## src/sv/kts_pkg.sv

```systemverilog
// Shared types and constants for the keyframe track sampler.
`default_nettype none
package kts_pkg;

    localparam int KEYS_DEF      = 64;
    localparam int FRAC_BITS_DEF = 16;
    localparam int DIV_W         = 24;
    localparam int STEP_W        = 5;
    localparam int CFG_AW        = 5;

    localparam logic [2:0] REG_KEY_COUNT   = 3'd0;
    localparam logic [2:0] REG_INTERPOLATE = 3'd1;
    localparam logic [2:0] REG_TRACK_KIND  = 3'd2;
    localparam logic [2:0] REG_START_STATE = 3'd3;
    localparam logic [2:0] REG_NUM_FRAMES  = 3'd4;
    localparam logic [2:0] REG_CYCLIC      = 3'd5;

    localparam logic [1:0] KIND_SCALAR   = 2'd0;
    localparam logic [1:0] KIND_COLOUR   = 2'd1;
    localparam logic [1:0] KIND_TOGGLE   = 2'd2;
    localparam logic [1:0] KIND_RESERVED = 2'd3;

    localparam logic       REQ_LOAD   = 1'b0;
    localparam logic       REQ_SAMPLE = 1'b1;

    localparam logic [31:0] EMPTY_COLOUR = 32'hFFFF_FFFF;
    localparam logic [7:0]  BYTE_MASK    = 8'hFF;

    typedef struct packed {
        logic [6:0]  key_count;
        logic        interpolate_on;
        logic [1:0]  track_kind;
        logic        start_state;
        logic [22:0] num_frames;
        logic        cyclic;
    } cfg_t;

    typedef struct packed {
        logic              start;
        logic [DIV_W-1:0]  rem_init;
        logic [DIV_W-1:0]  dividend;
        logic [DIV_W-1:0]  divisor;
        logic [STEP_W-1:0] steps;
    } div_req_t;

    typedef struct packed {
        logic             done;
        logic [DIV_W-1:0] quot;
        logic [DIV_W-1:0] rem;
    } div_rsp_t;

    typedef enum logic [4:0] {
        S_IDLE,
        S_WRAP,
        S_WRAP_WAIT,
        S_DISPATCH,
        S_TOG_RD,
        S_TOG,
        S_K0_RD,
        S_K0,
        S_KL_RD,
        S_KL,
        S_SCAN_RD,
        S_SCAN,
        S_DIV_WAIT,
        S_VA_RD,
        S_VA,
        S_VB_RD,
        S_VB,
        S_MUL,
        S_SUM,
        S_OUT
    } state_t;

endpackage
`default_nettype wire

```

## src/sv/kts_cfg_regs.sv

```systemverilog
// APB configuration registers of the keyframe track sampler.
`default_nettype none
module kts_cfg_regs (
    input  wire logic                       clk,
    input  wire logic                       rst_n,
    input  wire logic                       psel,
    input  wire logic                       penable,
    input  wire logic                       pwrite,
    input  wire logic [kts_pkg::CFG_AW-1:0] paddr,
    input  wire logic [31:0]                pwdata,
    output logic      [31:0]                prdata,
    output logic                            pready,
    output kts_pkg::cfg_t                   cfg
);

    kts_pkg::cfg_t cfg_reg;
    kts_pkg::cfg_t cfg_next;
    logic          wr_en;

    assign pready = 1'b1;
    assign wr_en  = psel & penable & pwrite;
    assign cfg    = cfg_reg;

    always_comb
    begin
        cfg_next = cfg_reg;
        if (wr_en)
        begin
            unique case (paddr[4:2])
                kts_pkg::REG_KEY_COUNT:   cfg_next.key_count      = pwdata[6:0];
                kts_pkg::REG_INTERPOLATE: cfg_next.interpolate_on = pwdata[0];
                kts_pkg::REG_TRACK_KIND:  cfg_next.track_kind     = pwdata[1:0];
                kts_pkg::REG_START_STATE: cfg_next.start_state    = pwdata[0];
                kts_pkg::REG_NUM_FRAMES:  cfg_next.num_frames     = pwdata[22:0];
                kts_pkg::REG_CYCLIC:      cfg_next.cyclic         = pwdata[0];
                default:                  cfg_next = cfg_reg;
            endcase
        end
    end

    always_comb
    begin
        unique case (paddr[4:2])
            kts_pkg::REG_KEY_COUNT:   prdata = {25'd0, cfg_reg.key_count};
            kts_pkg::REG_INTERPOLATE: prdata = {31'd0, cfg_reg.interpolate_on};
            kts_pkg::REG_TRACK_KIND:  prdata = {30'd0, cfg_reg.track_kind};
            kts_pkg::REG_START_STATE: prdata = {31'd0, cfg_reg.start_state};
            kts_pkg::REG_NUM_FRAMES:  prdata = {9'd0, cfg_reg.num_frames};
            kts_pkg::REG_CYCLIC:      prdata = {31'd0, cfg_reg.cyclic};
            default:                  prdata = 32'd0;
        endcase
    end

    always_ff @(posedge clk or negedge rst_n)
    begin
        if (!rst_n)
        begin
            cfg_reg                <= '0;
            cfg_reg.interpolate_on <= 1'b1;
        end
        else
        begin
            cfg_reg <= cfg_next;
        end
    end

endmodule
`default_nettype wire

```

## config.mk

```make
export PLATFORM = sky130hd
export DESIGN_NAME = kts_cfg_regs
export DESIGN_NICKNAME = d
export VERILOG_FILES = /design/src/sv/kts_pkg.sv /design/src/sv/kts_cfg_regs.sv
export SDC_FILE = /design/constraint.sdc
export NUM_CORES = 1
export LEC_CHECK = 0
export BUFFER_PORTS_ARGS = -buffer_cell sky130_fd_sc_hd__buf_2
export CORE_MARGIN = 10
export CORE_UTILIZATION = 40
export CTS_CLUSTER_SIZE = 12
export DETAILED_ROUTE_END_ITERATION = 16
export PLACE_DENSITY = 0.84
export SYNTH_ARGS = -nofsm -noshare
export SYNTH_HDL_FRONTEND = slang
export SYNTH_SLANG_ARGS = --single-unit
```

## constraint.sdc

```tcl
create_clock -name clk -period 1.4 [get_ports clk]
set_input_delay 0.14 -clock clk [delete_from_list [all_inputs] [get_ports clk]]
set_output_delay 0.14 -clock clk [all_outputs]
set_load 0.02 [all_outputs]
```

# Yosys cells after proc, flatten, opt, wreduce, memory -nomap -nowiden
# Index checks and enable logic that the tools add are counted.
# word_totals
regBits	35
inputBits	42
out_inout_bits	68
# classes
n_reduce_logical	7
eq_ne	5
muxes	1
bitwise	2
# ops
operator	n
case mux 23 bit (6 select lines)	1
AND reduction 2 bit	6
equality test 3 x 2 -> 1 bit (second input constant)	2
equality test 3 bit (second input constant)	2
equality test 3 x 1 -> 1 bit (second input constant)	1
zero test 3 bit	1
bitwise AND 1 bit	2

# Depth between registers and ports, before layout
# Gate-level depths: netlist of run 1.
# depth
ltp_word	3
ltp_mapped	4
depth_no_buf	3

# Worst setup path before layout of run 1
# Ideal clock, no wire load.
# synth_path
path_kind	input to register
start	input paddr[3] in the netlist's numbering
end	register cfg_reg (netlist bit cfg[18])
stages	4
path_buffers	1
t_arrival_ns	1.082
path_slack_ns	0.193
path_cell_list	nand2b_1 nor2_2 buf_2 mux2_2
# synth_between
elab_chain_len	2
# synth_lines
item	line	text
start, declared	kts_cfg_regs.sv:9	input wire logic [kts_pkg::CFG_AW-1:0] paddr,
equality test 3 bit	kts_cfg_regs.sv:29	unique case (paddr[4:2])
AND reduction 2 bit (no source line)	n/a	
end signal, assigned	kts_cfg_regs.sv:63	cfg_reg <= cfg_next;
end, declared	kts_cfg_regs.sv:16	kts_pkg::cfg_t cfg_reg;
# No other way between the ends.
# A chain may end at the register's enable or synchronous reset.

# Final worst setup path of run 1
# layout_path
start	register cfg_reg (netlist bit cfg[25])
end	output prdata[0]
# layout_between
elab_chain_len	1
# layout_lines
item	line	text
case mux 23 bit (6 select lines)	kts_cfg_regs.sv:43	unique case (paddr[4:2])
end, declared	kts_cfg_regs.sv:11	output logic [31:0] prdata,
# No other way between the ends.

==> run_results.csv, run 1 <==
group,metric,value,unit
finish,antenna_cells,0,
floorplanning,die_area,7410,sq um
sta,hold_viol,0,
global_route,grt_overflow_total,0,
clocking,cts.sinks,35,
synth,yosysWarnings,0,
synth,synth_area,1750,sq um
synth,synth_fa_ha_area_share,0,%
status,status,"finished with violations",
placed_design,gp_congestion,0.820,
synth,synth_top_family_by_area,"multiplexers",
routing,wirelength,4.85,mm
min_path,hold_class,"in -> reg",
synth,synthCells,137,
clocking,clock-root-buffer,"clkbuf_8",
routing,post_drt_wl_per_cell,16.8,microns
synth,synth_cell_types,24,
routing,via_count,1381,
floorplanning,initial_utilization,42.5,%
worst_setup_path,worst_ep_required_time,1.26,ns
global_route,antenna_found_initial,0,
pwr,p_leak,1.33,nW
worst_setup_path,start_kind,"register",
floorplanning,die_w,86.1,microns
sta,finalCritPeriodShare,101,%
worst_setup_path,crit_fanout,3,
pwr,p_sw_share,34.7,%
sta,rsz0062_at_grt,"yes",
status,violations,"negative setup slack",
pwr,power,3.06,mW
finish,n_fill_cell,371,
finish,design_area,2370,sq um
synth,syn_area_per_cell,12.8,sq um
finish,largest_register_ffs,35,
finish,drive_above_1_share,60.9,%
placed_design,placed_area,2250,sq um
synth,synth_seq_cells,35,
sta,setup_viol,1,
pwr,max-vdd-ir-drop,630,uV
worst_setup_path,crit_slowest_cell,"dfrtp_1",
pwr,powerDensity,1290,nW/um^2
pwr,p_sw,1.06,mW
placed_design,pre_cts_ws,0.0246,ns
worst_setup_path,cp_data_arrival_time,1.28,ns
clocking,insertion_delay,0.28,ns
worst_setup_path,cp-end-kind,"output port",
floorplanning,ioPinCount,110,
clocking,cts_tree,"yes",
pwr,power_frac_seq,44.2,%
sta,fin_crit,1.42,ns
synth,synth_compound_area_share,1.50,%
routing,ant_nets,0,
routing,drt_iter0_markers,87,
finish,nets,279,
placed_design,dp_hpwl,3.91,mm
sta,maxSlewViolCount,0,
finish,seq_area,877,sq um
worst_setup_path,slowest_delay,0.38,ns
global_route,grt_first_pass_wirelength,7.85,mm
synth,synth-simple-area-share,12.5,%
synth,synth-seq-area-share,50.2,%
pwr,intPower,2.00,mW
sta,fmax,705,MHz
synth,synth_mux_area_share,28.6,%
global_route,grt_pass1_vias,1527,
finish,final_util,57.6,%
worst_setup_path,timing_worst_setup_path_type,"reg -> out",
floorplanning,row_count,23,
routing,viasPerCell,4.80,
floorplanning,die_h,86.1,microns
global_route,grt_use_total,13.3,%
floorplanning,fp.coreArea,4120,sq um
placed_design,port_buffers,88,
routing,dr.pass1.iters,4,
synth,synthXorXnorAreaFrac,0,%
clocking,clockBufferDepth,2,
pwr,pwr-share-clk,22.7,%
clocking,clk_pin_slew_worst_paths,0.07,ns
clocking,ctsHtreeMaxLevel,2,
finish,multiInputGateArea,785,sq um
job,maxCapViolCount,0,
routing,drc,0,
pwr,combPwrFrac,33.2,%
sta,clock_skew,0,ns
finish,area_delta_synth_final,35.6,%
worst_setup_path,cp_cell_sequence,"mux2i_1, o32ai_1, a211o_1, buf_6",
clocking,numCtsBuffers,5,
global_route,grt_max_degree,20,
sta,setup_slack,-0.0176,ns
## power groups by stage
stage	logic [mW]	clock network, mW	registers [mW]
detailed placement	1.00	0	1.38
finish	1.01	0.694	1.35
CTS	1.03	0.724	1.35
global route	1.09	0.783	1.39
floorplan	0.378	0	1.60
global placement	0.977	0	1.36
## routing by layer
metal	vias up	global-route usage (%)	share of wire, %
met5	-	0	0
met3	5	6.81	10
met1	671	14.8	38
met4	0	4.79	1.2
li1	648	-	-
met2	57	21.4	50
## cells by family after synthesis
group | count (synthesis)
buffers and inverters | 18
AND/OR/NAND/NOR | 36
multiplexers | 43
AO/OA/AOI/OAI | 3
other | 2
flip-flops | 35
## metrics by stage
stage / setup TNS, ns / hold slack [ns] / cells
finish: -0.0176 / 0.0726 / 288
detailed placement: 0 / 0.117 / 277
global placement: 0 / 0.0963 / 277
floorplan: 0 / -0.156 / 145
CTS: -0.0382 / 0.0683 / 288
global route: -0.0854 / 0.0622 / 288
## final timing paths
check,slack (ns),depth (start not counted),end,from
max,-0.02,4,prdata[0],cfg[25]$_DFFE_PN0P_
min,0.07,2,cfg[21]$_DFFE_PN0P_,pwdata[20]
max reg2reg,0.52,2,cfg[0]$_DFFE_PN0P_,cfg[0]$_DFFE_PN0P_
min reg2reg,0.50,1,cfg[21]$_DFFE_PN0P_,cfg[21]$_DFFE_PN0P_
max in group asynchronous,0.49,3,cfg[14]$_DFFE_PN0P_,rst_n
min in group asynchronous,0.32,2,cfg[4]$_DFFE_PN0P_,rst_n
## cells in the final DEF, fill, tap and decap left out
| master | Yosys | final |
|---|---|---|
| buf_2 | 5 | 86 |
| mux2_2 | 27 | 27 |
| dlygate4sd3_1 | 0 | 1 |
| nand4_1 | 1 | 1 |
| mux2_1 | 1 | 1 |
| nor2_1 | 6 | 5 |
| buf_4 | 10 | 13 |
| o22a_1 | 1 | 1 |
| mux2_4 | 7 | 7 |
| nor3_1 | 6 | 6 |
| a211o_1 | 1 | 1 |
| nand2_1 | 1 | 1 |
| dfstp_2 | 1 | 1 |
| clkbuf_8 | 0 | 5 |
| nand4b_4 | 1 | 1 |
| conb_1 | 2 | 10 |
| nand2b_1 | 3 | 3 |
| nor2_2 | 1 | 2 |
| o32ai_1 | 1 | 1 |
| dfrtp_1 | 34 | 34 |
| clkinv_2 | 0 | 1 |
| clkbuf_1 | 1 | 2 |
| mux2i_1 | 8 | 8 |
| inv_1 | 1 | 1 |
| and2_1 | 16 | 16 |
| or3_1 | 1 | 1 |
| buf_6 | 1 | 2 |
## Yosys cell counts
cell,number,share of area (%)
a211o_1,1,0.50
and2_1,16,5.7
buf_2,5,1.4
buf_4,10,4.3
buf_6,1,0.64
clkbuf_1,1,0.21
conb_1,2,0.43
dfrtp_1,34,49
dfstp_2,1,1.5
inv_1,1,0.21
mux2_1,1,0.64
mux2_2,27,17
mux2_4,7,6.0
mux2i_1,8,4.6
nand2_1,1,0.21
nand2b_1,3,1.1
nand4_1,1,0.36
nand4b_4,1,1.4
nor2_1,6,1.3
nor2_2,1,0.36
nor3_1,6,1.7
o22a_1,1,0.50
o32ai_1,1,0.50
or3_1,1,0.36
## layout make-up
class                      instances  area share [%]
inverter                           1           0.158
clock inverter                     1           0.211
timing repair buffer             102            23.7
clock buffer                       7            3.22
tap                               50            2.64
multi-input combinational         92            33.1
sequential                        35            37.0
## repair_timing
action / 4_1_cts / 5_1_grt
endpoints found under the hold margin: 17 / 0
setup endpoints to repair: 1 / 18
pin swaps: 2 / 2
hold buffers: 1 / 0
resized for setup: 2 / 3
buffers inserted: 2 / 0
## worst max-delay path: cells and delay by family, from the launching register on
| kind | cells | cell delay (ns) |
|---|---|---|
| AOI/OAI and AO/OA | 2 | 0.33 |
| buffers and inverters | 1 | 0.14 |
| DFF | 1 | 0.38 |
| muxes | 1 | 0.15 |
(Power assumes the default switching activity.)
==> run 2: changes to the inputs <==
--- a/config.mk
+++ b/config.mk
@@ -6,7 +6,7 @@
 export NUM_CORES = 1
 export LEC_CHECK = 0
 export BUFFER_PORTS_ARGS = -buffer_cell sky130_fd_sc_hd__buf_2
-export CORE_MARGIN = 10
+export CORE_MARGIN = 2
 export CORE_UTILIZATION = 40
 export CTS_CLUSTER_SIZE = 12
 export DETAILED_ROUTE_END_ITERATION = 16
==> run_results.csv, run 2 (synthesis results as in run 1) <==
group,metric,value,unit
status,status,"finished with violations",
status,violations,"negative setup slack",
routing,wirelength,3.99,mm
worst_setup_path,crit_fanout,2,
global_route,grt_first_pass_wirelength,6.59,mm
sta,setup_slack,-0.0208,ns
pwr,max-vdd-ir-drop,628,uV
floorplanning,ioPinCount,110,
sta,fmax,704,MHz
clocking,clk_pin_slew_worst_paths,0.06,ns
finish,antenna_cells,0,
floorplanning,fp.coreArea,4290,sq um
sta,hold_viol,0,
finish,nets,281,
routing,via_count,1364,
placed_design,dp_hpwl,3.02,mm
routing,drt_iter0_markers,62,
worst_setup_path,cp-end-kind,"output port",
pwr,powerDensity,1300,nW/um^2
routing,post_drt_wl_per_cell,13.7,microns
worst_setup_path,slowest_delay,0.37,ns
global_route,antenna_found_initial,0,
sta,rsz0062_at_grt,"yes",
floorplanning,die_h,70.1,microns
min_path,hold_class,"in -> reg",
sta,timing.hold.ws,0.0772,ns
floorplanning,die_w,70.1,microns
routing,drc,0,
clocking,clock-root-buffer,"clkbuf_8",
pwr,power,3.14,mW
placed_design,port_buffers,88,
routing,dr.pass1.iters,4,
placed_design,placed_area,2270,sq um
sta,finalCritPeriodShare,101,%
placed_design,gp_congestion,0.729,
worst_setup_path,cp_data_arrival_time,1.28,ns
routing,ant_nets,0,
finish,final_common_cell,"buf_2",
finish,final-instance-count-excl-fill,292,
finish,largest_register_ffs,35,
finish,area_delta_synth_final,37.9,%
clocking,clockBufferDepth,2,
worst_setup_path,worst_ep_required_time,1.26,ns
finish,design_area,2410,sq um
floorplanning,initial_utilization,40.7,%
global_route,grt_pass1_vias,1376,
clocking,cts.sinks,35,
clocking,cts_tree,"yes",
job,maxCapViolCount,0,
clocking,ctsHtreeMaxLevel,2,
pwr,p_leak,1.35,nW
worst_setup_path,cp_cell_sequence,"mux2i_1, o32ai_1, a211o_1, buf_6",
global_route,grt_use_total,17.2,%
placed_design,dp.cells,280,
floorplanning,die_area,4910,sq um
clocking,insertion_delay,0.28,ns
clocking,numCtsBuffers,5,
global_route,grt_overflow_total,0,
sta,fin_crit,1.42,ns
sta,clock_skew,0,ns
finish,mostFrequentLayoutCells,"buf_2, dfrtp_1, mux2_2, and2_1, buf_4",
worst_setup_path,start_kind,"register",
floorplanning,row_count,24,
worst_setup_path,timing_worst_setup_path_type,"reg -> out",
global_route,grt_max_degree,19,
routing,viasPerCell,4.67,
finish,drive_above_1_share,61.3,%
sta,setup_viol,1,
worst_setup_path,crit_slowest_cell,"dfrtp_1",
placed_design,pre_cts_ws,-0.0174,ns
sta,maxSlewViolCount,0,
==> run 2: critical path, delay by kind of cell (launching register included) <==
family	cells	cell delay (ns)
flip-flops	1	0.37
buffers and inverters	1	0.14
multiplexers	1	0.15
AO/OA/AOI/OAI	2	0.34
==> run 2: metrics by stage <==
stage               setup TNS (ns)  utilization, %
global placement                 0            52.9
finish                     -0.0208            56.1
detailed placement         -0.0741            52.9
global route                -0.871            56.1
floorplan                        0               -
CTS                         -0.219            56.1
==> run 2: timing repair <==
action	4_1_cts	5_1_grt
hold buffers	1	0
hold endpoints to repair	16	0
pin swaps	2	0
resized for setup	2	0
setup endpoints to repair	13	13
buffers inserted	3	0
==> run 2: per-layer routing <==
layer / global-route usage [%] / vias up / wire, microns
met2: 28.8 / 58 / 2030
li1: - / 656 / -
met3: 5.19 / 2 / 266
met1: 21.4 / 648 / 1680
met4: 5.13 / 0 / 16
met5: 0 / - / 0
==> run 2: final timing paths <==
path / from / endpoint / slack [ns] / cells past startpoint
setup / recovery: cfg[0]$_DFFE_PN0P_ / prdata[0] / -0.02 / 4
hold / removal: pwdata[20] / cfg[21]$_DFFE_PN0P_ / 0.08 / 2
setup reg to reg: cfg[28]$_DFFE_PN0P_ / cfg[28]$_DFFE_PN0P_ / 0.52 / 2
hold reg to reg: cfg[21]$_DFFE_PN0P_ / cfg[21]$_DFFE_PN0P_ / 0.51 / 1
max in group asynchronous: rst_n / cfg[7]$_DFFE_PN0P_ / 0.47 / 3
min in group asynchronous: rst_n / cfg[30]$_DFFE_PN0P_ / 0.33 / 2
==> run 2: final cells by class <==
| class | instances | area [sq um] |
|---|---|---|
| sequential | 35 | 877 |
| clock buffer | 8 | 100 |
| multi-input combinational | 92 | 782 |
| fill | 376 | 1880 |
| inverter | 1 | 3.75 |
| tap | 52 | 65.1 |
| timing repair buffer | 104 | 582 |
==> run 2: power by group <==
part,internal (mW),switching (mW),leakage [nW]
clock network,0.449,0.340,0.0515
registers,1.21,0.136,0.445
logic,0.440,0.558,0.858
