## config.mk

```make
export PLATFORM = sky130hd
export DESIGN_NAME = kts_serial_div
export DESIGN_NICKNAME = d
export VERILOG_FILES = /design/src/sv/kts_pkg.sv /design/src/sv/kts_serial_div.sv
export SDC_FILE = /design/constraint.sdc
export NUM_CORES = 1
export LEC_CHECK = 0
export ABC_AREA = 0
export BUFFER_PORTS_ARGS = -buffer_cell sky130_fd_sc_hd__buf_2
export CAP_MARGIN = 20
export CORE_ASPECT_RATIO = 1.4
export CORE_MARGIN = 3
export CORE_UTILIZATION = 58
export DETAILED_ROUTE_END_ITERATION = 6
export GPL_TIMING_DRIVEN = 0
export MAX_ROUTING_LAYER = met4
export PLACE_DENSITY = 0.91
export SLEW_MARGIN = 20
export SYNTH_ARGS = -nofsm -noshare
export SYNTH_HDL_FRONTEND = slang
export SYNTH_SLANG_ARGS = --single-unit
```

## constraint.sdc

```tcl
create_clock -name clk -period 5 [get_ports clk]
set_input_delay 0.5 -clock clk [delete_from_list [all_inputs] [get_ports clk]]
set_output_delay 0.5 -clock clk [all_outputs]
set_load 0.02 [all_outputs]
```

## src/sv/kts_pkg.sv

```systemverilog
// Shared types and constants for the keyframe track sampler.
`default_nettype none
package kts_pkg;

    localparam int KEYS_DEF      = 64;
    localparam int FRAC_BITS_DEF = 16;
    localparam int DIV_W         = 24;
    localparam int STEP_W        = 5;
    localparam int CFG_AW        = 5;

    localparam logic [2:0] REG_KEY_COUNT   = 3'd0;
    localparam logic [2:0] REG_INTERPOLATE = 3'd1;
    localparam logic [2:0] REG_TRACK_KIND  = 3'd2;
    localparam logic [2:0] REG_START_STATE = 3'd3;
    localparam logic [2:0] REG_NUM_FRAMES  = 3'd4;
    localparam logic [2:0] REG_CYCLIC      = 3'd5;

    localparam logic [1:0] KIND_SCALAR   = 2'd0;
    localparam logic [1:0] KIND_COLOUR   = 2'd1;
    localparam logic [1:0] KIND_TOGGLE   = 2'd2;
    localparam logic [1:0] KIND_RESERVED = 2'd3;

    localparam logic       REQ_LOAD   = 1'b0;
    localparam logic       REQ_SAMPLE = 1'b1;

    localparam logic [31:0] EMPTY_COLOUR = 32'hFFFF_FFFF;
    localparam logic [7:0]  BYTE_MASK    = 8'hFF;

    typedef struct packed {
        logic [6:0]  key_count;
        logic        interpolate_on;
        logic [1:0]  track_kind;
        logic        start_state;
        logic [22:0] num_frames;
        logic        cyclic;
    } cfg_t;

    typedef struct packed {
        logic              start;
        logic [DIV_W-1:0]  rem_init;
        logic [DIV_W-1:0]  dividend;
        logic [DIV_W-1:0]  divisor;
        logic [STEP_W-1:0] steps;
    } div_req_t;

    typedef struct packed {
        logic             done;
        logic [DIV_W-1:0] quot;
        logic [DIV_W-1:0] rem;
    } div_rsp_t;

    typedef enum logic [4:0] {
        S_IDLE,
        S_WRAP,
        S_WRAP_WAIT,
        S_DISPATCH,
        S_TOG_RD,
        S_TOG,
        S_K0_RD,
        S_K0,
        S_KL_RD,
        S_KL,
        S_SCAN_RD,
        S_SCAN,
        S_DIV_WAIT,
        S_VA_RD,
        S_VA,
        S_VB_RD,
        S_VB,
        S_MUL,
        S_SUM,
        S_OUT
    } state_t;

endpackage
`default_nettype wire

```

## src/sv/kts_serial_div.sv

```systemverilog
// Restoring divider, one quotient bit per cycle, shared by frame wrap and blend fraction.
`default_nettype none
module kts_serial_div (
    input  wire logic              clk,
    input  wire logic              rst_n,
    input  wire kts_pkg::div_req_t req,
    output kts_pkg::div_rsp_t      rsp
);

    localparam int W = kts_pkg::DIV_W;

    logic [W-1:0]                 rem_reg, rem_next;
    logic [W-1:0]                 qr_reg, qr_next;
    logic [W-1:0]                 div_reg, div_next;
    logic [kts_pkg::STEP_W-1:0]   cnt_reg, cnt_next;
    logic                         done_reg, done_next;
    logic [W:0]                   trial;
    logic                         ge;

    assign trial = {rem_reg, qr_reg[W-1]};
    assign ge    = trial >= {1'b0, div_reg};

    always_comb
    begin
        rem_next  = rem_reg;
        qr_next   = qr_reg;
        div_next  = div_reg;
        cnt_next  = cnt_reg;
        done_next = 1'b0;
        if (req.start)
        begin
            rem_next = req.rem_init;
            qr_next  = req.dividend;
            div_next = req.divisor;
            cnt_next = req.steps;
        end
        else if (cnt_reg != '0)
        begin
            rem_next  = ge ? W'(trial - {1'b0, div_reg}) : trial[W-1:0];
            qr_next   = {qr_reg[W-2:0], ge};
            cnt_next  = cnt_reg - 1'b1;
            done_next = (cnt_reg == kts_pkg::STEP_W'(1));
        end
    end

    always_ff @(posedge clk or negedge rst_n)
    begin
        if (!rst_n)
        begin
            cnt_reg  <= '0;
            done_reg <= 1'b0;
        end
        else
        begin
            cnt_reg  <= cnt_next;
            done_reg <= done_next;
        end
    end

    always_ff @(posedge clk)
    begin
        rem_reg <= rem_next;
        qr_reg  <= qr_next;
        div_reg <= div_next;
    end

    assign rsp.done = done_reg;
    assign rsp.quot = qr_reg;
    assign rsp.rem  = rem_reg;

endmodule
`default_nettype wire

```

# Word level (Yosys, flattened, before mapping)
# Cells that the tools add are included.
totals:
  mem_bits_rw: 0
  register_bits: 78
  memories: 0
  inputBits: 80
  rom_bits: 0
  latchBits: 0
op_classes:
  n_eq_ne: 1
  shifts: 0
  n_addsub: 2
  mux: 9
  div_mod_pow: 0
  order_cmp: 1
  mul: 0
  n_reduce_logical: 2
  bitwise: 0
op_table:
  columns: ["cell", "n"]
  rows:
  - ["two-way mux 24 bit", 5]
  - [">= comparator 25 x 24 -> 1 bit", 1]
  - ["subtractor 24 bit", 1]
  - ["two-way mux 5 bit", 2]
  - ["== test 5 x 1 -> 1 bit, second input constant", 1]
  - ["nonzero test 5 bit", 1]
  - ["subtractor 5 x 1 -> 5 bit, second input constant", 1]
  - ["two-way mux 1 bit", 2]
  - ["nonzero test 2 bit", 1]

# Logic depth before layout (Yosys ltp)
# Gate-level depths: netlist of the first run.
logic_depth:
  ltp_word: 4
  ltp_mapped: 12

# Least setup slack after synthesis of the first run
# No wires, ideal clock.
synth_path:
  kind: "register -> register"
  start: "reg qr_reg[23]"
  end: "reg rem_reg[12] (data pin)"
  slack_ns: 1.999
  path_stages_with_launch: 13
  t_arrival_ns: 2.728
  required_ns: 4.727
  setup_ns: 0.273
  period_less_slack_ns: 3.001
  cell_sequence: "edfxtp_1 > inv_1 > ha_1 > inv_1 > fa_1 > a21o_1 > a2111oi_4 > a21oi_1 > or3_4 > a21o_1 > a21oi_2 > xor2_1 > o311ai_1"
synth_via:
  elab_chain_len: 4
synth_rtl:
  columns: ["item", "line_no", "text"]
  rows:
  - ["start: declaration", "kts_serial_div.sv:13", "logic [W-1:0] qr_reg, qr_next;"]
  - ["start signal: assignment", "kts_serial_div.sv:63", "qr_reg <= qr_next;"]
  - ["subtractor 24 bit / >= comparator 25 x 24 -> 1 bit (equally long branches)", "kts_serial_div.sv:39, kts_serial_div.sv:21", null]
  - ["two-way mux 24 bit (*)", "kts_serial_div.sv:39", "rem_next = ge ? W'(trial - {1'b0, div_reg}) : trial[W-1:0];"]
  - ["two-way mux 24 bit (*)", "kts_serial_div.sv:37", "else if (cnt_reg != '0)"]
  - ["two-way mux 24 bit (*)", "kts_serial_div.sv:30", "if (req.start)"]
  - ["named net rem_next[12]", "kts_serial_div.sv:12", "logic [W-1:0] rem_reg, rem_next;"]
  - ["end signal: assignment", "kts_serial_div.sv:62", "rem_reg <= rem_next;"]
  - ["end: declaration", "kts_serial_div.sv:12", null]
# Mark *: on every way through the listed nets, which the timed path passes. The rest lies on a longest branch. The select of a mux whose other input is x is not followed.
# A chain may end at the register's enable or synchronous reset.

# Worst setup path after layout of the first run
layout_path:
  start: "reg qr_reg[23]"
  end: "reg rem_reg[22] (data pin)"
# Same word-level chain as after synthesis.

==> results.toml, run 1 <==
[clock_tree]
tritoncts = "yes"
clock_sink_count = 78
clkSlewWorstSetupHoldPaths_ns = 0.09
cts_buffers = 9
cts.htree.levels = 3
clkLatencyLatePin_ns = 0.36
ctsLongestPathBuffers = 2
buffer_cell_driving_the_clock_tree_root = "sky130_fd_sc_hd__clkbuf_8"

[timing]
final_setup_viols = 0
timing.clock.skew_ns = 0.0150
finalCriticalPeriod_ns = 3.21
grt_setup_unrepaired = "no"
clock.fmax_ghz = 0.312
remaining_max_slew_budget_at_the_tightest_pin_pct = 50.1
final_max_slew_viol_count = 0
setup_ws_ns = 1.79
timing_hold_violations_final = 0
tightestPinTransition_ns = 0.738
finalSetupTns_ns = 0
hold_slack_ns = 0.309
post-route-period-util_pct = 64.2

[power]
power_leakage_nw = 2.56
power_mw = 3.48
cell_area_power_density_nw_per_um2 = 601
power.combinational.fraction_pct = 56.5
seq_power_share_pct = 30.2
share_clk_of_total_power_pct = 13.2
max-vdd-ir-drop_uv = 332
cell_internal_pwr_mw = 1.93
power_switching_share_pct = 44.6
net-switching-power_mw = 1.55

[detailed_routing]
remaining_drc_errors = 0
drt-pass1-iter-count = 6
num_vias = 4120
vias_per_cell = 5.96
drt-total-wl_mm = 12.7
detail_route.iter0.violations = 238
routedWlPerCell_um = 18.4
antenna_violating_nets_post_route = 0

[die]
die_height_um = 114
ios = 129
dieWidth_um = 83.1
initial_core_util_pct = 60.8
placement_rows = 38
die-area_sq_um = 9460
core_area_sq_um = 7940

[synth]
postSynthRegisterBits = 78
netlist-cell-type-count = 61
synth.yosys.seq_area_share_pct = 47.9
area_fraction_in_compound_gates_after_synthesis_pct = 18.5
post_synth_mux_area_share_pct = 5.37
synth_top_family_by_area = "compound AO/OA/AOI/OAI gates"
synth_enable_flop_cells = 72
synth.avg_cell_area_sq_um = 10.8
synthesis.nets = 555
ys_warn_count = 0
synth_fa_ha_area_share_pct = 7.42
synthXorXnorAreaFrac_pct = 3.99
cell_area_after_synthesis_sq_um = 4820
synth_simple_gate_area_share_pct = 11.5
ys_async_sr_fraction_pct = 7.69
dominantRegCellSynth = "sky130_fd_sc_hd__edfxtp_1"
syn-instance-count = 447

[setup_path]
worst_r2r_path_depth = 12
r2r_end = "rem_reg[22]"
critical-path-slowest-cell = "sky130_fd_sc_hd__a2111o_1"
timing.critical_path.to_type = "flip-flop"
crit_path_start_kind = "flip-flop"
worst_path_largest_cell_delay_ns = 0.49
critical_path_cell_count = 12
r2r-start = "qr_reg[23]"
critPathLaunch = "qr_reg[23]"
worst-endpoint-required_ns = 5.10
cp_num_buf_inv = 2
critical-path-top-delay-family = "compound AO/OA/AOI/OAI gates"
category_of_the_critical_setup_timing_path = "reg -> reg"
reg2reg_slack_ns = 1.79
worstSetupEndpoint = "rem_reg[22]"
crit_path_cell_trace = "inv_1, ha_1, inv_1, fa_1, a21o_1, a211oi_2, a21oi_1, a2111o_1, a211oi_2, o21bai_1, xnor2_1, o211ai_1"
crit_path_max_fanout = 4
worst_ep_arrival_time_ns = 3.31

[placed_design]
detailedPlacementHpwl_mm = 9.12
buffer_ports.inserted = 128
gpl.final_weighted_congestion = 0.928
dpl-instance-area_sq_um = 5600
preCtsSetupSlack_ns = 1.84

[finish]
fillers = 565
reg_area_sq_um = 2310
multi_input_comb_area_sq_um = 2260
final_layout_size_suffix_gt1_share_pct = 31.0
n_antenna_cell = 0
syn2layout_area_growth_pct = 20.0
num-nets-final = 695
final_cell_area_sq_um = 5790

[run_status]
run_status = "finished clean"

[min_path]
timing.hold.worst_path_depth = 1
min_path_type = "in -> reg"

[grt]
pin_count_of_the_biggest_net_entering_global_routing = 51
globalRouteTotalUtil_pct = 28.2
grt_pass1_wl_mm = 20.5
antenna_found_initial = 0
overflow = 0
grt_pass1_vias = 4219

[run]
max_cap_viols = 0
worst reg2reg max path, stage by stage, from the launching register on:
cell	delay, ns
sky130_fd_sc_hd__edfxtp_1	0.39
sky130_fd_sc_hd__inv_1	0.10
sky130_fd_sc_hd__ha_1	0.19
sky130_fd_sc_hd__inv_1	0.06
sky130_fd_sc_hd__fa_1	0.41
sky130_fd_sc_hd__a21o_1	0.24
sky130_fd_sc_hd__a211oi_2	0.21
sky130_fd_sc_hd__a21oi_1	0.13
sky130_fd_sc_hd__a2111o_1	0.49
sky130_fd_sc_hd__a211oi_2	0.37
sky130_fd_sc_hd__o21bai_1	0.12
sky130_fd_sc_hd__xnor2_1	0.14
sky130_fd_sc_hd__o211ai_1	0.11
power by group through the flow:
stage	Sequential [mW]	Combinational [mW]	Clock, mW
6_report	1.05	1.97	0.460
3_5_place_dp	1.06	1.93	0
3_3_place_gp	1.05	1.88	0
2_1_floorplan	1.21	1.27	0
4_1_cts	1.05	1.94	0.464
5_1_grt	1.07	2.14	0.487
metal layers:
layer / up-vias / track usage, % / wire [um]
met4: 0 / 11.0 / 324
li1: 1950 / - / -
met1: 1936 / 32.4 / 5100
met2: 198 / 48.6 / 6470
met3: 36 / 5.64 / 807
met5: - / - / 0
cells in the mapped netlist, drive strengths merged (4+ instances only):
| library cell | count | area share, % |
|---|---|---|
| a21o | 15 | 2.3 |
| nor2 | 29 | 2.3 |
| edfxtp | 72 | 45 |
| nand4 | 5 | 0.65 |
| buf | 8 | 1.2 |
| nand2 | 34 | 2.7 |
| clkbuf | 19 | 1.5 |
| nor3 | 8 | 0.83 |
| a21oi | 29 | 3.5 |
| a221o | 4 | 0.83 |
| mux2 | 23 | 5.4 |
| xnor2 | 13 | 2.4 |
| inv | 34 | 2.6 |
| xor2 | 9 | 1.6 |
| nor2b | 9 | 1.2 |
| dfrtp | 6 | 3.1 |
| o311ai | 6 | 1.1 |
| nor4 | 5 | 0.65 |
| o211ai | 19 | 3.0 |
| a31oi | 7 | 0.91 |
| o21ai | 13 | 1.3 |
| ha | 27 | 7.0 |
| nand3 | 12 | 1.3 |
metrics by stage:
step / cells / utilization (%)
after global routing: 691 / 72.9
after detailed placement: 675 / 70.5
after CTS: 691 / 72.9
after global placement: 675 / 70.4
after floorplan: 447 / -
final: 691 / 72.9
layout by cell type (no fill, tap or decap), types with 2 or more instances in the layout:
cell type	count
sky130_fd_sc_hd__buf_2	129
sky130_fd_sc_hd__edfxtp_1	72
sky130_fd_sc_hd__inv_1	33
sky130_fd_sc_hd__nand2_1	32
sky130_fd_sc_hd__nor2_1	29
sky130_fd_sc_hd__ha_1	27
sky130_fd_sc_hd__a21oi_1	25
sky130_fd_sc_hd__mux2_2	23
sky130_fd_sc_hd__clkbuf_1	21
sky130_fd_sc_hd__o211ai_1	19
sky130_fd_sc_hd__a21o_1	15
sky130_fd_sc_hd__o21ai_0	13
sky130_fd_sc_hd__xnor2_1	13
sky130_fd_sc_hd__nand3_1	11
sky130_fd_sc_hd__nor2b_1	9
sky130_fd_sc_hd__xor2_1	9
sky130_fd_sc_hd__clkbuf_8	9
sky130_fd_sc_hd__nor3_1	8
sky130_fd_sc_hd__a31oi_1	7
sky130_fd_sc_hd__dfrtp_1	6
sky130_fd_sc_hd__nand4_1	5
sky130_fd_sc_hd__nor4_1	5
sky130_fd_sc_hd__o311ai_1	5
sky130_fd_sc_hd__a221o_1	4
sky130_fd_sc_hd__buf_1	3
sky130_fd_sc_hd__o2111ai_1	3
sky130_fd_sc_hd__a21oi_2	3
sky130_fd_sc_hd__buf_6	3
sky130_fd_sc_hd__o31ai_1	3
sky130_fd_sc_hd__and3_1	2
sky130_fd_sc_hd__and2_1	2
sky130_fd_sc_hd__a211oi_2	2
sky130_fd_sc_hd__a41o_1	2
sky130_fd_sc_hd__o31a_1	2
sky130_fd_sc_hd__o41ai_1	2
sky130_fd_sc_hd__nand2b_1	2
sky130_fd_sc_hd__o21a_1	2
sky130_fd_sc_hd__clkinv_2	2
cells by family (layout without fill, tap and decap cells):
family,after synthesis,after routing
AOI/OAI and AO/OA,121,121
and+or+nand+nor,114,114
DFF,78,78
buffers and inverters,61,205
adders and majority gates,28,28
muxes,23,23
xor gates and xnor gates,22,22
how the worst min path moves through the flow:
stage	from	end	slack, ns
floorplan	rst_n	cnt_reg[0]	0.20
global placement	rst_n	cnt_reg[1]	0.32
detailed placement	rst_n	cnt_reg[1]	0.33
CTS	req[25]	div_reg[20]	0.30
global route	req[10]	div_reg[5]	0.29
finish	req[25]	div_reg[20]	0.31
final cells by class:
cell class,count,area share (%)
flip-flops and latches,78,39.9
multi-input cells,308,39.1
repair buffers,129,11.2
clock buffers,11,2.27
plain buffers,27,2.23
inverters,34,2.20
well taps,100,2.16
clock inverters,4,0.843
timing repair:
item                                   CTS  global route
buffers inserted                         0             0
hold buffers                             1             0
endpoints found under the hold margin    6             0
resized for setup                        0             0
(Power assumes the default switching activity.)
==> run 2, diff against run 1 <==
CORE_UTILIZATION = 48   (was 58)
PLACE_DENSITY = 0.81   (was 0.91)
clock period = 2.9 ns   (was 5 ns; I/O delays follow)
==> run 2 against run 1 <==
  * The flow now finishes with violations (setup timing)
  * Critical path type unchanged
  * Clock power increased to 2.7 times the previous value
  * Largest cell class is now multi-input gates
  * Count of clock-buffer cells in the layout decreased by 2
  * Total power increased by 94%
  * Critical endpoint is now rem_reg[16]
==> results.toml, run 2 (synthesized netlist as in run 1, its figures left out) <==
[detailed_routing]
vias_per_cell = 5.65
num_vias = 4149
antenna_violating_nets_post_route = 0
routedWlPerCell_um = 17.8
detail_route.iter0.violations = 287
drt-total-wl_mm = 13.1
remaining_drc_errors = 0
drt-pass1-iter-count = 5

[grt]
pin_count_of_the_biggest_net_entering_global_routing = 51
antenna_found_initial = 0
grt_pass1_wl_mm = 21.2
overflow = 0
globalRouteTotalUtil_pct = 24.5
grt_pass1_vias = 4397

[die]
initial_core_util_pct = 50.2
core_area_sq_um = 9620
ios = 129
placement_rows = 42
die-area_sq_um = 11300
die_height_um = 125
dieWidth_um = 90.7

[min_path]
holdCritStartpoint = "req[17]"
holdPathEnd = "div_reg[12]"
min_path_type = "in -> reg"
timing.hold.worst_path_depth = 1

[setup_path]
crit_path_max_fanout = 3
crit_path_start_kind = "flip-flop"
worst_r2r_path_depth = 13
worst_path_largest_cell_delay_ns = 0.46
crit_path_cell_trace = "inv_2, ha_4, inv_2, fa_2, a21o_1, a211oi_2, a21oi_2, a2111o_1, buf_6, a21o_1, a21oi_2, xor2_1, o311ai_1"
r2r-start = "qr_reg[23]"
critical-path-slowest-cell = "sky130_fd_sc_hd__a2111o_1"
worst-endpoint-required_ns = 2.97
r2r_end = "rem_reg[16]"
category_of_the_critical_setup_timing_path = "reg -> reg"
reg2reg_slack_ns = -0.13
timing.critical_path.to_type = "flip-flop"
worst_ep_arrival_time_ns = 3.10

[power]
power_switching_share_pct = 42.2
power.combinational.fraction_pct = 55.1
seq_power_share_pct = 26.9
max-vdd-ir-drop_uv = 603
share_clk_of_total_power_pct = 18.0
cell_area_power_density_nw_per_um2 = 1100
net-switching-power_mw = 2.85
power_leakage_nw = 2.71
cell_internal_pwr_mw = 3.91

[run_status]
run_status = "finished, violations left"
failed_checks = "setup timing"

[timing]
remaining_max_slew_budget_at_the_tightest_pin_pct = 53.9
finalCriticalPeriod_ns = 3.03
hold_slack_ns = 0.120
setup_ws_ns = -0.133
timing.clock.skew_ns = 0.00760
finalSetupTns_ns = -0.474
tightestPinTransition_ns = 0.692
timing_hold_violations_final = 0
clock.fmax_ghz = 0.330
final_max_slew_viol_count = 0
final_setup_viols = 5
grt_setup_unrepaired = "yes"
post-route-period-util_pct = 105

[placed_design]
buffer_ports.inserted = 128
gpl.final_weighted_congestion = 0.922
dpl-instance-area_sq_um = 5650
preCtsSetupSlack_ns = -0.210
detailedPlacementHpwl_mm = 9.38

[finish]
mostFrequentLayoutCell = "sky130_fd_sc_hd__buf_2"
final_layout_size_suffix_gt1_share_pct = 36.2
final_cell_area_sq_um = 6160
num-nets-final = 705
n_antenna_cell = 0
fillers = 765
syn2layout_area_growth_pct = 27.7
top_library_cells_by_usage_in_the_layout_fill_and_taps_aside = "sky130_fd_sc_hd__buf_2, sky130_fd_sc_hd__edfxtp_1, sky130_fd_sc_hd__nand2_1"

[clock_tree]
clock_sink_count = 78
clkLatencyLatePin_ns = 0.34
cts_buffers = 9
tritoncts = "yes"
ctsLongestPathBuffers = 2
buffer_cell_driving_the_clock_tree_root = "sky130_fd_sc_hd__clkbuf_16"
cts.htree.levels = 3
clkSlewWorstSetupHoldPaths_ns = 0.06

[run]
max_cap_viols = 0
-- run 2: power by group through the flow --
stage | clock network (mW) | logic, mW | registers, mW
final | 1.22 | 3.72 | 1.82
after global routing | 1.29 | 4.05 | 1.86
after CTS | 1.24 | 3.52 | 1.81
after detailed placement | 0 | 3.37 | 1.83
after global placement | 0 | 3.28 | 1.82
after floorplan | 0 | 2.20 | 2.09
-- run 2: worst max path at each step --
| stage | startpoint | endpoint | slack (ns) |
|---|---|---|---|
| after floorplan | qr_reg[23] | rem_reg[18] | -0.09 |
| after global placement | req[77] | qr_reg[4] | -0.65 |
| after detailed placement | qr_reg[23] | rem_reg[22] | -0.21 |
| after CTS | qr_reg[23] | rem_reg[16] | -0.13 |
| after global routing | qr_reg[23] | rem_reg[16] | -0.24 |
| final | qr_reg[23] | rem_reg[16] | -0.13 |
-- run 2: critical path: cells and delay by family (launching register included) --
kind	cells	cell delay [ns]
xor+xnor	1	0.17
buf+inv	3	0.29
fa+ha+maj	2	0.48
compound gates	7	1.40
flops	1	0.41
-- run 2: routing by layer --
metal	up-vias	wire (um)	share of wire, %	GRT usage, %
met2	193	6700	51	41.5
met4	0	537	4.1	10.3
met1	1922	5010	38	27.1
met3	49	854	6.5	6.40
li1	1985	-	-	-
met5	-	0	0	-
-- run 2: what timing repair did --
item	4_1_cts	5_1_grt
hold buffers	1	0
endpoints found under the setup margin	21	25
hold endpoints to repair	6	0
gates cloned	0	0
gates resized for setup	10	10
setup buffers	7	7
pin swaps	13	9
-- run 2: final cells by class --
class                   count  area, sq um  area share [%]
plain buffers              23          118            1.91
clock buffers               9          225            3.65
clock inverters             7         96.3            1.56
inverters                  34          128            2.07
multi-input cells         308         2350            38.2
flip-flops and latches     78         2310            37.5
well taps                 132          165            2.68
repair buffers            143          763            12.4
-- run 2: metrics by stage --
stage | util, % | instances | power [mW]
6_report | 64.1 | 734 | 6.76
5_1_grt | 64.1 | 734 | 7.19
4_1_cts | 63.2 | 731 | 6.58
3_5_place_dp | 58.8 | 707 | 5.20
3_3_place_gp | 58.7 | 707 | 5.10
2_1_floorplan | - | 447 | 4.28
==> run 3, diff against run 2 <==
CORE_MARGIN = not set   (was 3)
SETUP_SLACK_MARGIN = 0.2   (was not set)
==> run 3 against run 2 <==
  * The run still ends with setup timing left
  * Maximum frequency up 2.2%
  * Register-to-register slack better by 0.06 ns
  * Sequential power about the same
  * Die area down 7.5%
  * Via count up 1.1%
  * Count of clock-buffer cells in the layout up 1
  * Critical path type unchanged
==> results.toml, run 3 (synthesized netlist as in run 1, its figures left out) <==
[die]
placement_rows = 42
die-area_sq_um = 10500
initial_core_util_pct = 50.2
dieWidth_um = 86.7
die_height_um = 121
core_area_sq_um = 9620
ios = 129

[min_path]
holdPathEnd = "div_reg[1]"
holdCritStartpoint = "req[6]"
min_path_type = "in -> reg"
timing.hold.worst_path_depth = 1

[setup_path]
worst_r2r_path_depth = 13
reg2reg_slack_ns = -0.07
worst_path_largest_cell_delay_ns = 0.41
worst-endpoint-required_ns = 2.96
critical-path-slowest-cell = "sky130_fd_sc_hd__edfxtp_1"
crit_path_max_fanout = 2
worst_ep_arrival_time_ns = 3.02
critPathLaunch = "qr_reg[23]"
crit_path_cell_trace = "inv_2, ha_4, inv_2, fa_2, a21o_1, buf_4, a2111oi_4, a21oi_2, or3_4, a21o_1, a21oi_2, xor2_1, o311ai_1"
r2r-start = "qr_reg[23]"
r2r_end = "rem_reg[12]"
timing.critical_path.to_type = "flip-flop"
category_of_the_critical_setup_timing_path = "reg -> reg"
crit_path_start_kind = "flip-flop"

[power]
power.combinational.fraction_pct = 57.7
power_leakage_nw = 2.82
max-vdd-ir-drop_uv = 493
seq_power_share_pct = 26.4
share_clk_of_total_power_pct = 15.9
cell_internal_pwr_mw = 3.97
cell_area_power_density_nw_per_um2 = 1090
net-switching-power_mw = 2.90
power_switching_share_pct = 42.2

[detailed_routing]
antenna_violating_nets_post_route = 0
num_vias = 4196
remaining_drc_errors = 0
drt-pass1-iter-count = 7
routedWlPerCell_um = 17.1
detail_route.iter0.violations = 265
drt-total-wl_mm = 12.8
vias_per_cell = 5.62

[finish]
fillers = 776
final_cell_area_sq_um = 6290
num-nets-final = 718
n_antenna_cell = 0
reg_area_sq_um = 2310
mostFrequentLayoutCell = "sky130_fd_sc_hd__buf_2"
syn2layout_area_growth_pct = 30.4
top_library_cells_by_usage_in_the_layout_fill_and_taps_aside = "sky130_fd_sc_hd__buf_2, sky130_fd_sc_hd__edfxtp_1, sky130_fd_sc_hd__nand2_1"
final_layout_size_suffix_gt1_share_pct = 38.7
multi_input_comb_area_sq_um = 2400

[timing]
tightestPinTransition_ns = 0.705
final_setup_viols = 4
finalSetupTns_ns = -0.210
finalCriticalPeriod_ns = 2.97
grt_setup_unrepaired = "yes"
setup_ws_ns = -0.0677
hold_slack_ns = 0.130
post-route-period-util_pct = 102
timing_hold_violations_final = 0
final_max_slew_viol_count = 0
remaining_max_slew_budget_at_the_tightest_pin_pct = 53.0
clock.fmax_ghz = 0.337
timing.clock.skew_ns = 0.00489

[clock_tree]
clkLatencyLatePin_ns = 0.33
buffer_cell_driving_the_clock_tree_root = "sky130_fd_sc_hd__clkbuf_16"
tritoncts = "yes"
clkSlewWorstSetupHoldPaths_ns = 0.06
clock_sink_count = 78
ctsLongestPathBuffers = 2
cts_buffers = 9
cts.htree.levels = 3

[run_status]
failed_checks = "setup timing"
run_status = "finished, violations left"

[placed_design]
dpl-instance-area_sq_um = 5650
preCtsSetupSlack_ns = -0.248
detailedPlacementHpwl_mm = 8.84
buffer_ports.inserted = 128
gpl.final_weighted_congestion = 0.899

[grt]
globalRouteTotalUtil_pct = 25.9
grt_pass1_vias = 4259
antenna_found_initial = 0
overflow = 0
pin_count_of_the_biggest_net_entering_global_routing = 51
grt_pass1_wl_mm = 20.0

[run]
max_cap_viols = 0
[run 3: cell types whose count changed in the layout (fill, tap and decap cells not counted), moves of 2 or more]
cell and change:
sky130_fd_sc_hd__clkbuf_2 +8, sky130_fd_sc_hd__buf_6 -2, sky130_fd_sc_hd__clkinv_2 +2, sky130_fd_sc_hd__buf_4 +10, sky130_fd_sc_hd__clkbuf_1 -2, sky130_fd_sc_hd__clkinv_4 +2
sky130_fd_sc_hd__clkinvlp_4 -3
[run 3: area by class of cell]
type | instances | area share [%]
Multi-Input combinational cell | 308 | 38.2
Sequential cell | 78 | 36.7
Timing Repair Buffer | 152 | 13.4
Clock buffer | 10 | 3.64
Tap cell | 132 | 2.62
Buffer | 27 | 2.43
Inverter | 34 | 2.03
Clock inverter | 6 | 0.994
[run 3: stage by stage]
step	instances	total power, mW	utilization (%)
finish	747	6.87	65.4
detailed placement	707	5.16	58.8
floorplan	447	4.28	-
global placement	707	5.09	58.7
CTS	736	6.47	63.5
global route	747	7.28	65.4
[run 3: layer usage]
metal,wire length (um),vias to the layer above,track usage [%]
li1,-,1996,-
met1,4990,1981,28.6
met2,6630,191,44.6
met3,806,28,5.19
met4,326,0,11.8
met5,0,-,-
[run 3: power groups by stage]
| stage | sequential [mW] | clock (mW) | combinational (mW) |
|---|---|---|---|
| 5_1_grt | 1.85 | 1.15 | 4.28 |
| 6_report | 1.81 | 1.09 | 3.96 |
| 2_1_floorplan | 2.09 | 0 | 2.20 |
| 4_1_cts | 1.81 | 1.11 | 3.55 |
| 3_3_place_gp | 1.82 | 0 | 3.27 |
| 3_5_place_dp | 1.83 | 0 | 3.33 |
[run 3: what timing repair did]
item,in CTS,in global routing
setup endpoints to repair,25,25
hold buffers,1,0
cloned,0,1
pin swaps,16,6
resized for setup,15,29
hold endpoints to repair,6,0
setup buffers,12,10
[run 3: worst max-delay path by stage]
stage,to,slack [ns],depth (start not counted)
final,rem_reg[12],-0.07,13
after global routing,rem_reg[12],-0.20,13
after global placement,qr_reg[1],-0.66,4
after floorplan,rem_reg[18],-0.09,12
after CTS,rem_reg[20],-0.10,12
after detailed placement,rem_reg[20],-0.25,12
[run 3: worst max-delay path, delay by kind of cell, from the launching register on]
family / cells / cell delay, ns
AOI/OAI and AO/OA: 6 / 1.04
adders and majority gates: 2 / 0.47
DFF: 1 / 0.41
and+or+nand+nor: 1 / 0.35
buffers and inverters: 3 / 0.29
xor gates and xnor gates: 1 / 0.15
